--- src/hw/rtl/skf_pkg.sv ---
// Shared types and constants for the scalar Kalman smoother.
// No dependencies.
package skf_pkg;

   localparam int SAMPLE_BITS_DEF = 16;
   localparam int FRAC_BITS_DEF   = 16;

   localparam int EST_BITS = 32;
   localparam int VAR_BITS = 32;

   localparam int CSR_DATA_BITS = 32;
   localparam int CSR_ADDR_BITS = 3;

   localparam logic [CSR_DATA_BITS-1:0] PROCESS_NOISE_RST     = 32'd655;
   localparam logic [CSR_DATA_BITS-1:0] MEASUREMENT_NOISE_RST = 32'd65536;

   typedef enum logic {
      REG_PROCESS_NOISE,
      REG_MEASUREMENT_NOISE
   } csr_reg_type;

endpackage

--- src/hw/rtl/skf_channels.sv ---
// Valid/ready channel interfaces for the scalar Kalman smoother.
// Depends on skf_pkg.
interface skf_req_if #(
   parameter int SAMPLE_BITS = skf_pkg::SAMPLE_BITS_DEF
);
   import skf_pkg::*;

   logic                          valid;
   logic                          ready;
   logic signed [SAMPLE_BITS-1:0] sample;

   modport source (output valid, output sample, input ready);
   modport sink (input valid, input sample, output ready);
endinterface

interface skf_rsp_if;
   import skf_pkg::*;

   logic                       valid;
   logic                       ready;
   logic signed [EST_BITS-1:0] estimate_out;

   modport source (output valid, output estimate_out, input ready);
   modport sink (input valid, input estimate_out, output ready);
endinterface

--- src/hw/rtl/scalar_kalman_smoother.sv ---
// Scalar Kalman smoother: each transferred sample updates a signed Q16.16
// estimate and an unsigned variance; the new estimate is returned. The
// restoring gain divider resolves one quotient bit per cycle, after a setup
// step. A single multiplier then forms the estimate and variance products in
// turn, a final step writes back the variance and loads the output register,
// and the block is ready again in the cycle after that. A finished result sits
// in the output register, and the next sample is taken while it waits; the
// update only stalls at its last step if that register is full.
// process_noise sits at byte address 0, measurement_noise at 4.
// Depends on skf_pkg and skf_channels.
module scalar_kalman_smoother #(
   parameter int SAMPLE_BITS = skf_pkg::SAMPLE_BITS_DEF,
   parameter int FRAC_BITS   = skf_pkg::FRAC_BITS_DEF
) (
   input  logic                               clock,
   input  logic                               reset,
   skf_req_if.sink                            req_port,
   skf_rsp_if.source                          rsp_port,
   input  logic                               psel,
   input  logic                               penable,
   input  logic                               pwrite,
   input  logic [skf_pkg::CSR_ADDR_BITS-1:0]  paddr,
   input  logic [skf_pkg::CSR_DATA_BITS-1:0]  pwdata,
   output logic [skf_pkg::CSR_DATA_BITS-1:0]  prdata,
   output logic                               pready
);
   import skf_pkg::*;

   localparam int ONE_W  = FRAC_BITS + 1;
   localparam int SUM_W  = VAR_BITS + 1;
   localparam int DIFF_W = EST_BITS + 1;
   localparam int PROD_W = ONE_W + 1 + DIFF_W;
   localparam int SH_W   = PROD_W - FRAC_BITS;
   localparam int NEXT_W = SH_W + 1;
   localparam int CNT_W  = $clog2(FRAC_BITS + 2);
   localparam logic [ONE_W-1:0] ONE = ONE_W'(1) << FRAC_BITS;

   typedef enum logic [2:0] {
      ST_IDLE,
      ST_PREP,
      ST_DIV,
      ST_MUL_GAIN,
      ST_MUL_VAR,
      ST_DONE
   } state_type;

   state_type                     state_ff, state_in;
   logic [CSR_DATA_BITS-1:0]      pnoise_ff, pnoise_in;
   logic [CSR_DATA_BITS-1:0]      mnoise_ff, mnoise_in;
   logic signed [EST_BITS-1:0]    estimate_ff, estimate_in;
   logic [VAR_BITS-1:0]           variance_ff, variance_in;
   logic signed [SAMPLE_BITS-1:0] sample_ff, sample_in;
   logic [VAR_BITS-1:0]           pred_ff, pred_in;
   logic [SUM_W-1:0]              sum_ff, sum_in;
   logic                          sum_zero_ff, sum_zero_in;
   logic [SUM_W-1:0]              rem_ff, rem_in;
   logic [ONE_W-1:0]              quo_ff, quo_in;
   logic [CNT_W-1:0]              cnt_ff, cnt_in;
   logic signed [DIFF_W-1:0]      diff_ff, diff_in;
   logic [ONE_W-1:0]              gain_ff, gain_in;
   logic signed [PROD_W-1:0]      prod_ff, prod_in;
   logic                          rsp_valid_ff, rsp_valid_in;
   logic signed [EST_BITS-1:0]    rsp_data_ff, rsp_data_in;

   logic                          csr_write;
   logic [SUM_W-1:0]              pred_sum;
   logic signed [DIFF_W-1:0]      target;
   logic [SUM_W:0]                trial;
   logic                          quo_bit;
   logic [ONE_W-1:0]              mul_a;
   logic signed [DIFF_W-1:0]      mul_b;
   logic signed [PROD_W-1:0]      mul_p;
   logic signed [SH_W-1:0]        shifted;
   logic signed [NEXT_W-1:0]      next_est;
   logic                          over_pos;
   logic                          over_neg;

   assign pready    = 1'b1;
   assign csr_write = psel && penable && pwrite;

   always_comb begin
      unique case (csr_reg_type'(paddr[2]))
         REG_PROCESS_NOISE:     prdata = pnoise_ff;
         REG_MEASUREMENT_NOISE: prdata = mnoise_ff;
      endcase
   end

   assign req_port.ready        = (state_ff == ST_IDLE);
   assign rsp_port.valid        = rsp_valid_ff;
   assign rsp_port.estimate_out = rsp_data_ff;

   // shared datapath pieces
   assign pred_sum = {1'b0, variance_ff} + {1'b0, pnoise_ff};
   assign target   = DIFF_W'(sample_ff) <<< FRAC_BITS;
   assign trial    = (cnt_ff == CNT_W'(FRAC_BITS + 1)) ? {1'b0, rem_ff} : {rem_ff, 1'b0};
   assign quo_bit  = (trial >= {1'b0, sum_ff});

   always_comb begin
      if (state_ff == ST_MUL_VAR) begin
         mul_a = ONE - gain_ff;
         mul_b = DIFF_W'(signed'({1'b0, pred_ff}));
      end else begin
         mul_a = sum_zero_ff ? '0 : quo_ff;
         mul_b = diff_ff;
      end
   end

   assign mul_p    = PROD_W'(signed'({1'b0, mul_a})) * PROD_W'(mul_b);
   assign shifted  = SH_W'(prod_ff >>> FRAC_BITS);
   assign next_est = NEXT_W'(estimate_ff) + NEXT_W'(shifted);
   assign over_pos = !next_est[NEXT_W-1] && (|next_est[NEXT_W-2:EST_BITS-1]);
   assign over_neg = next_est[NEXT_W-1] && !(&next_est[NEXT_W-2:EST_BITS-1]);

   always_comb begin
      state_in     = state_ff;
      pnoise_in    = pnoise_ff;
      mnoise_in    = mnoise_ff;
      estimate_in  = estimate_ff;
      variance_in  = variance_ff;
      sample_in    = sample_ff;
      pred_in      = pred_ff;
      sum_in       = sum_ff;
      sum_zero_in  = sum_zero_ff;
      rem_in       = rem_ff;
      quo_in       = quo_ff;
      cnt_in       = cnt_ff;
      diff_in      = diff_ff;
      gain_in      = gain_ff;
      prod_in      = prod_ff;
      rsp_valid_in = rsp_valid_ff;
      rsp_data_in  = rsp_data_ff;

      if (csr_write) begin
         unique case (csr_reg_type'(paddr[2]))
            REG_PROCESS_NOISE:     pnoise_in = pwdata;
            REG_MEASUREMENT_NOISE: mnoise_in = pwdata;
         endcase
      end

      // drop the result once it is transferred
      if (rsp_valid_ff && rsp_port.ready) begin
         rsp_valid_in = 1'b0;
      end

      unique case (state_ff)
         ST_IDLE: begin
            if (req_port.valid) begin
               sample_in = req_port.sample;
               pred_in   = pred_sum[VAR_BITS] ? '1 : pred_sum[VAR_BITS-1:0];
               state_in  = ST_PREP;
            end
         end
         ST_PREP: begin
            sum_in      = {1'b0, pred_ff} + {1'b0, mnoise_ff};
            sum_zero_in = (pred_ff == '0) && (mnoise_ff == '0);
            diff_in     = target - DIFF_W'(estimate_ff);
            rem_in      = {1'b0, pred_ff};
            quo_in      = '0;
            cnt_in      = CNT_W'(FRAC_BITS + 1);
            state_in    = ST_DIV;
         end
         ST_DIV: begin
            quo_in = {quo_ff[ONE_W-2:0], quo_bit};
            rem_in = quo_bit ? SUM_W'(trial - {1'b0, sum_ff}) : trial[SUM_W-1:0];
            cnt_in = cnt_ff - CNT_W'(1);
            if (cnt_ff == CNT_W'(1)) begin
               state_in = ST_MUL_GAIN;
            end
         end
         ST_MUL_GAIN: begin
            gain_in  = mul_a;
            prod_in  = mul_p;
            state_in = ST_MUL_VAR;
         end
         ST_MUL_VAR: begin
            if (over_pos) begin
               estimate_in = {1'b0, {(EST_BITS-1){1'b1}}};
            end else if (over_neg) begin
               estimate_in = {1'b1, {(EST_BITS-1){1'b0}}};
            end else begin
               estimate_in = next_est[EST_BITS-1:0];
            end
            prod_in  = mul_p;
            state_in = ST_DONE;
         end
         ST_DONE: begin
            variance_in = prod_ff[FRAC_BITS +: VAR_BITS];
            // hold until the output register is free
            if (!rsp_valid_ff || rsp_port.ready) begin
               rsp_valid_in = 1'b1;
               rsp_data_in  = estimate_ff;
               state_in     = ST_IDLE;
            end
         end
         default: state_in = ST_IDLE;
      endcase
   end

   always_ff @(posedge clock) begin
      if (reset) begin
         state_ff     <= ST_IDLE;
         pnoise_ff    <= PROCESS_NOISE_RST;
         mnoise_ff    <= MEASUREMENT_NOISE_RST;
         estimate_ff  <= '0;
         variance_ff  <= '0;
         rsp_valid_ff <= 1'b0;
      end else begin
         state_ff     <= state_in;
         pnoise_ff    <= pnoise_in;
         mnoise_ff    <= mnoise_in;
         estimate_ff  <= estimate_in;
         variance_ff  <= variance_in;
         rsp_valid_ff <= rsp_valid_in;
      end
      sample_ff   <= sample_in;
      pred_ff     <= pred_in;
      sum_ff      <= sum_in;
      sum_zero_ff <= sum_zero_in;
      rem_ff      <= rem_in;
      quo_ff      <= quo_in;
      cnt_ff      <= cnt_in;
      diff_ff     <= diff_in;
      gain_ff     <= gain_in;
      prod_ff     <= prod_in;
      rsp_data_ff <= rsp_data_in;
   end

endmodule

--- src/flat_wrapper.sv ---
// flat-port wrapper written by rule: the top's interface ports become plain ports
module scalar_kalman_smoother_flat import skf_pkg::*;
#(
   parameter int SAMPLE_BITS = skf_pkg::SAMPLE_BITS_DEF,
   parameter int FRAC_BITS   = skf_pkg::FRAC_BITS_DEF
)
  (clock, reset, psel, penable, pwrite, paddr, pwdata, prdata, pready, req_port_valid, req_port_sample, req_port_ready, rsp_port_valid, rsp_port_estimate_out, rsp_port_ready);
  skf_req_if #(.SAMPLE_BITS(SAMPLE_BITS)) req_port_i ();
  skf_rsp_if rsp_port_i ();
  input  logic clock;
  input  logic reset;
  input  logic psel;
  input  logic penable;
  input  logic pwrite;
  input  logic [skf_pkg::CSR_ADDR_BITS-1:0] paddr;
  input  logic [skf_pkg::CSR_DATA_BITS-1:0] pwdata;
  output logic [skf_pkg::CSR_DATA_BITS-1:0] prdata;
  output logic pready;
  input wire logic [$bits(req_port_i.valid)-1:0] req_port_valid;
  input wire logic [$bits(req_port_i.sample)-1:0] req_port_sample;
  output wire logic [$bits(req_port_i.ready)-1:0] req_port_ready;
  output wire logic [$bits(rsp_port_i.valid)-1:0] rsp_port_valid;
  output wire logic [$bits(rsp_port_i.estimate_out)-1:0] rsp_port_estimate_out;
  input wire logic [$bits(rsp_port_i.ready)-1:0] rsp_port_ready;
  assign req_port_i.valid = req_port_valid;
  assign req_port_i.sample = req_port_sample;
  assign req_port_ready = req_port_i.ready;
  assign rsp_port_valid = rsp_port_i.valid;
  assign rsp_port_estimate_out = rsp_port_i.estimate_out;
  assign rsp_port_i.ready = rsp_port_ready;
  scalar_kalman_smoother #(.SAMPLE_BITS(SAMPLE_BITS), .FRAC_BITS(FRAC_BITS)) u_core (.clock(clock), .reset(reset), .req_port(req_port_i), .rsp_port(rsp_port_i), .psel(psel), .penable(penable), .pwrite(pwrite), .paddr(paddr), .pwdata(pwdata), .prdata(prdata), .pready(pready));
endmodule
--- config.mk ---
export PLATFORM = sky130hd
export DESIGN_NAME = scalar_kalman_smoother_flat
export DESIGN_NICKNAME = d
export VERILOG_FILES = /design/src/hw/rtl/skf_pkg.sv /design/src/hw/rtl/skf_channels.sv /design/src/hw/rtl/scalar_kalman_smoother.sv /design/src/flat_wrapper.sv
export SDC_FILE = /design/constraint.sdc
export NUM_CORES = 2
export LEC_CHECK = 0
export BUFFER_PORTS_ARGS = -buffer_cell sky130_fd_sc_hd__buf_2
export CORE_ASPECT_RATIO = 0.7
export CORE_MARGIN = 3
export CORE_UTILIZATION = 30
export CTS_CLUSTER_DIAMETER = 60
export DETAILED_ROUTE_END_ITERATION = 16
export RECOVER_POWER = 25
export SYNTH_ARGS = -nofsm -noshare
export SYNTH_HDL_FRONTEND = slang
export SYNTH_SLANG_ARGS = --single-unit
--- constraint.sdc ---
create_clock -name clock -period 11.7 [get_ports clock]
set_input_delay 0.585 -clock clock [delete_from_list [all_inputs] [get_ports clock]]
set_output_delay 0.585 -clock clock [all_outputs]
set_load 0.02 [all_outputs]
==> results.py <==
metrics = {
    "status": {
        "outcome": "finished with violations",
        "violations": "capacitance limit, slew limit",
    },
    "sta": {
        "max_freq_ghz": 0.108,
        "fin_crit_ps": 9230,
        "finalClockSkew_ps": 33.7,
        "setup_tns_ps": 0,
        "rsz0062_at_grt": "false",
        "hold_viol_final": 0,
        "setup_viol": 0,
        "hold-worst-slack_ps": 202,
        "worst_pin_slew_ps": 2120,
        "maxSlewHeadroom_pct": -41.3,
        "finalCritPeriodShare_pct": 78.9,
        "slew_violations": 138,
    },
    "grt": {
        "grt_pass1_vias": 32021,
        "grt_antenna_before_repair": 7,
        "grt_pass1_wl_mm": 196,
        "grt_max_degree": 89,
        "track_usage_pct": 17.9,
        "grt.overflow.total": 0,
    },
    "clock_network": {
        "htree_num_levels": 2,
        "numCtsBuffers": 36,
        "clockRootBuffer": "clkbuf_16",
        "cts.sinks": 386,
        "cts-resized-gates": 0,
        "holdBufCountCts": 0,
        "clkTransAtPathRegs_ps": 70,
        "clockBufferDepth": 3,
        "post-cts-setup-buffers": 0,
        "cts_tree": "done",
        "insertion_delay_ps": 580,
    },
    "synth": {
        "synth_top_cell_area_share_pct": 26.1,
        "synth_area_leaders": "fa_1, edfxtp_1, ha_1",
        "async_flop_share_pct": 0,
        "synthCells": 4570,
        "yosysWarnings": 0,
        "synth_largest_area_cell": "fa_1",
        "synth_nets": 5435,
        "synth.distinct_cells": 84,
        "synth_area_um2": 41300,
        "synthFlopType": "edfxtp_1",
        "syn_area_per_cell_um2": 9.04,
        "ys_ff_latch": 386,
        "synth_seq_area_share_pct": 24.9,
        "synth_edf_count": 254,
    },
    "worst_setup_path": {
        "cp_common_cell": "fa_1",
        "cp_data_required_time_ps": 12010,
        "worstSetupEndpointType": "flop",
        "arrival_ps": 9540,
        "cp_slowest_cell": "or4_1",
        "path_class": "reg2reg",
        "r2r-start": "u_core.gain_ff[5]$_DFFE_PN_",
        "regToRegEndpoint": "u_core.prod_ff[43]$_DFFE_PP_",
        "r2r_cells": 29,
        "path_buf_inv": 5,
        "cp_top_family": "adder cells",
        "rrSetupSlack_ps": 2470,
        "cp-start-kind": "flop",
        "cpPeakStageDelay_ps": 630,
        "worstPathMaxFanout": 34,
    },
    "drt": {
        "wl_mm": 128,
        "num_vias": 32486,
        "routedWlPerCell_um": 19.8,
        "drc": 0,
        "routed_via_density": 5.02,
        "drtIter0Drc": 2976,
        "ant_nets": 0,
        "dr.pass1.iters": 5,
    },
    "placed_design": {
        "io_buffers": 121,
        "dp_hpwl_mm": 103,
        "gp_congestion": 0.891,
    },
    "floorplan": {
        "core_area_um2": 136000,
        "start_util_pct": 30.3,
        "die_x_um": 450,
        "fp-row-count": 113,
        "die-area_um2": 142000,
        "die_h_um": 316,
        "pin_count": 125,
    },
    "cells_and_area": {
        "mostFrequentLayoutCells": "nand2_1, inv_1, fa_1",
        "layout_commonest_cell": "nand2_1",
        "drive_above_1_share_pct": 6.59,
        "area_growth_pct": 9.29,
        "fin_nets": 5466,
    },
    "hold_path": {
        "hold_depth": 1,
        "holdCritStartpoint": "req_port_sample[7]",
        "min_path_type": "in2reg",
        "whs_endpoint": "u_core.sample_ff[7]$_DFFE_PP_",
    },
    "flow_run": {
        "maxCapViolations": 4,
    },
}
synth_stat cells (62+ instances only):
library cell,number
fa_1,538
a21oi_1,258
o21ai_0,122
xnor2_1,122
clkbuf_1,157
xor2_1,62
inv_1,700
mux2_2,63
nor2_1,334
dfxtp_1,132
ha_1,269
edfxtp_1,254
a21o_1,70
nand2_1,870
per-layer routing:
| layer | track usage (%) | part of all wire [%] | routed length [um] | vias up |
|---|---|---|---|---|
| met5 | 0 | 0 | 0 | - |
| met4 | 3.37 | 2.0 | 2520 | 0 |
| met3 | 5.34 | 11 | 14200 | 141 |
| met2 | 25.4 | 41 | 52000 | 1258 |
| met1 | 26.7 | 46 | 59600 | 16229 |
| li1 | - | - | - | 14858 |
worst reg2reg max path: cells and delay by family, from the launching register on:
| family | cells | cell delay, ps |
|---|---|---|
| compound gates | 5 | 1660 |
| xor+xnor | 2 | 250 |
| fa+ha+maj | 7 | 3240 |
| buf+inv | 5 | 390 |
| flops | 1 | 460 |
| simple gates | 10 | 3030 |
worst max-delay path by stage:
| stage | endpoint | start | slack, ps | cells after the start |
|---|---|---|---|---|
| global placement | u_core.prod_ff[43]$_DFFE_PP_ | u_core.gain_ff[5]$_DFFE_PN_ | 2680 | 29 |
| detailed placement | u_core.prod_ff[43]$_DFFE_PP_ | u_core.gain_ff[5]$_DFFE_PN_ | 2630 | 29 |
| global route | u_core.prod_ff[44]$_DFFE_PP_ | u_core.gain_ff[5]$_DFFE_PN_ | 1980 | 28 |
| finish | u_core.prod_ff[43]$_DFFE_PP_ | u_core.gain_ff[5]$_DFFE_PN_ | 2470 | 29 |
| floorplan | u_core.prod_ff[50]$_DFFE_PP_ | u_core.gain_ff[5]$_DFFE_PN_ | 3840 | 29 |
| CTS | u_core.prod_ff[43]$_DFFE_PP_ | u_core.gain_ff[5]$_DFFE_PN_ | 2560 | 29 |
cell type report:
type	count	area, um^2
Inverter	706	2650
Tap cell	1840	2300
Clock buffer	47	982
Fill cell	14049	91000
Multi-Input combinational cell	3300	27800
Sequential cell	386	10300
Antenna cell	4	10.0
Clock inverter	19	240
Timing Repair Buffer	171	923
flip-flops by register name (all words and copies together) (netlist names):
register,count
u_core.pred_ff,32
u_core.cnt_ff,5
u_core.rsp_port.estimate_out,32
u_core.gain_ff,17
u_core.mnoise_ff,32
u_core.prod_ff,35
u_core.diff_ff,33
u_core.pnoise_ff,32
u_core.sample_ff,16
u_core.sum_ff,33
u_core.variance_ff,32
u_core.sum_zero_ff,1
u_core.rsp_port.valid,1
u_core.estimate_ff,32
u_core.quo_ff,17
u_core.state_ff,3
u_core.rem_ff,33
cell families (layout without fill, tap and decap cells):
group / count (synthesis) / in the layout / synth area share, %
buf+inv: 884 / 943 / 8.08
fa+ha+maj: 807 / 807 / 34.2
flops: 386 / 386 / 24.9
other cells: 1 / 5 / 0.00908
simple gates: 1510 / 1510 / 15.5
compound gates: 699 / 699 / 10.8
xor+xnor: 184 / 184 / 3.90
mux: 99 / 99 / 2.59
stage by stage:
stage / instance area, um^2 / utilization, % / cells / setup WS [ps]
after floorplan: 41300 / - / 4570 / 3840
after global placement: 44000 / 32.3 / 6403 / 2680
after detailed placement: 44000 / 32.3 / 6403 / 2630
after CTS: 45200 / 33.2 / 6469 / 2560
after global routing: 45100 / 33.2 / 6469 / 1980
final: 45200 / 33.2 / 6473 / 2470
Power is not shown: default switching activity piles up to over one toggle a cycle in this logic, so the estimate is an artifact.
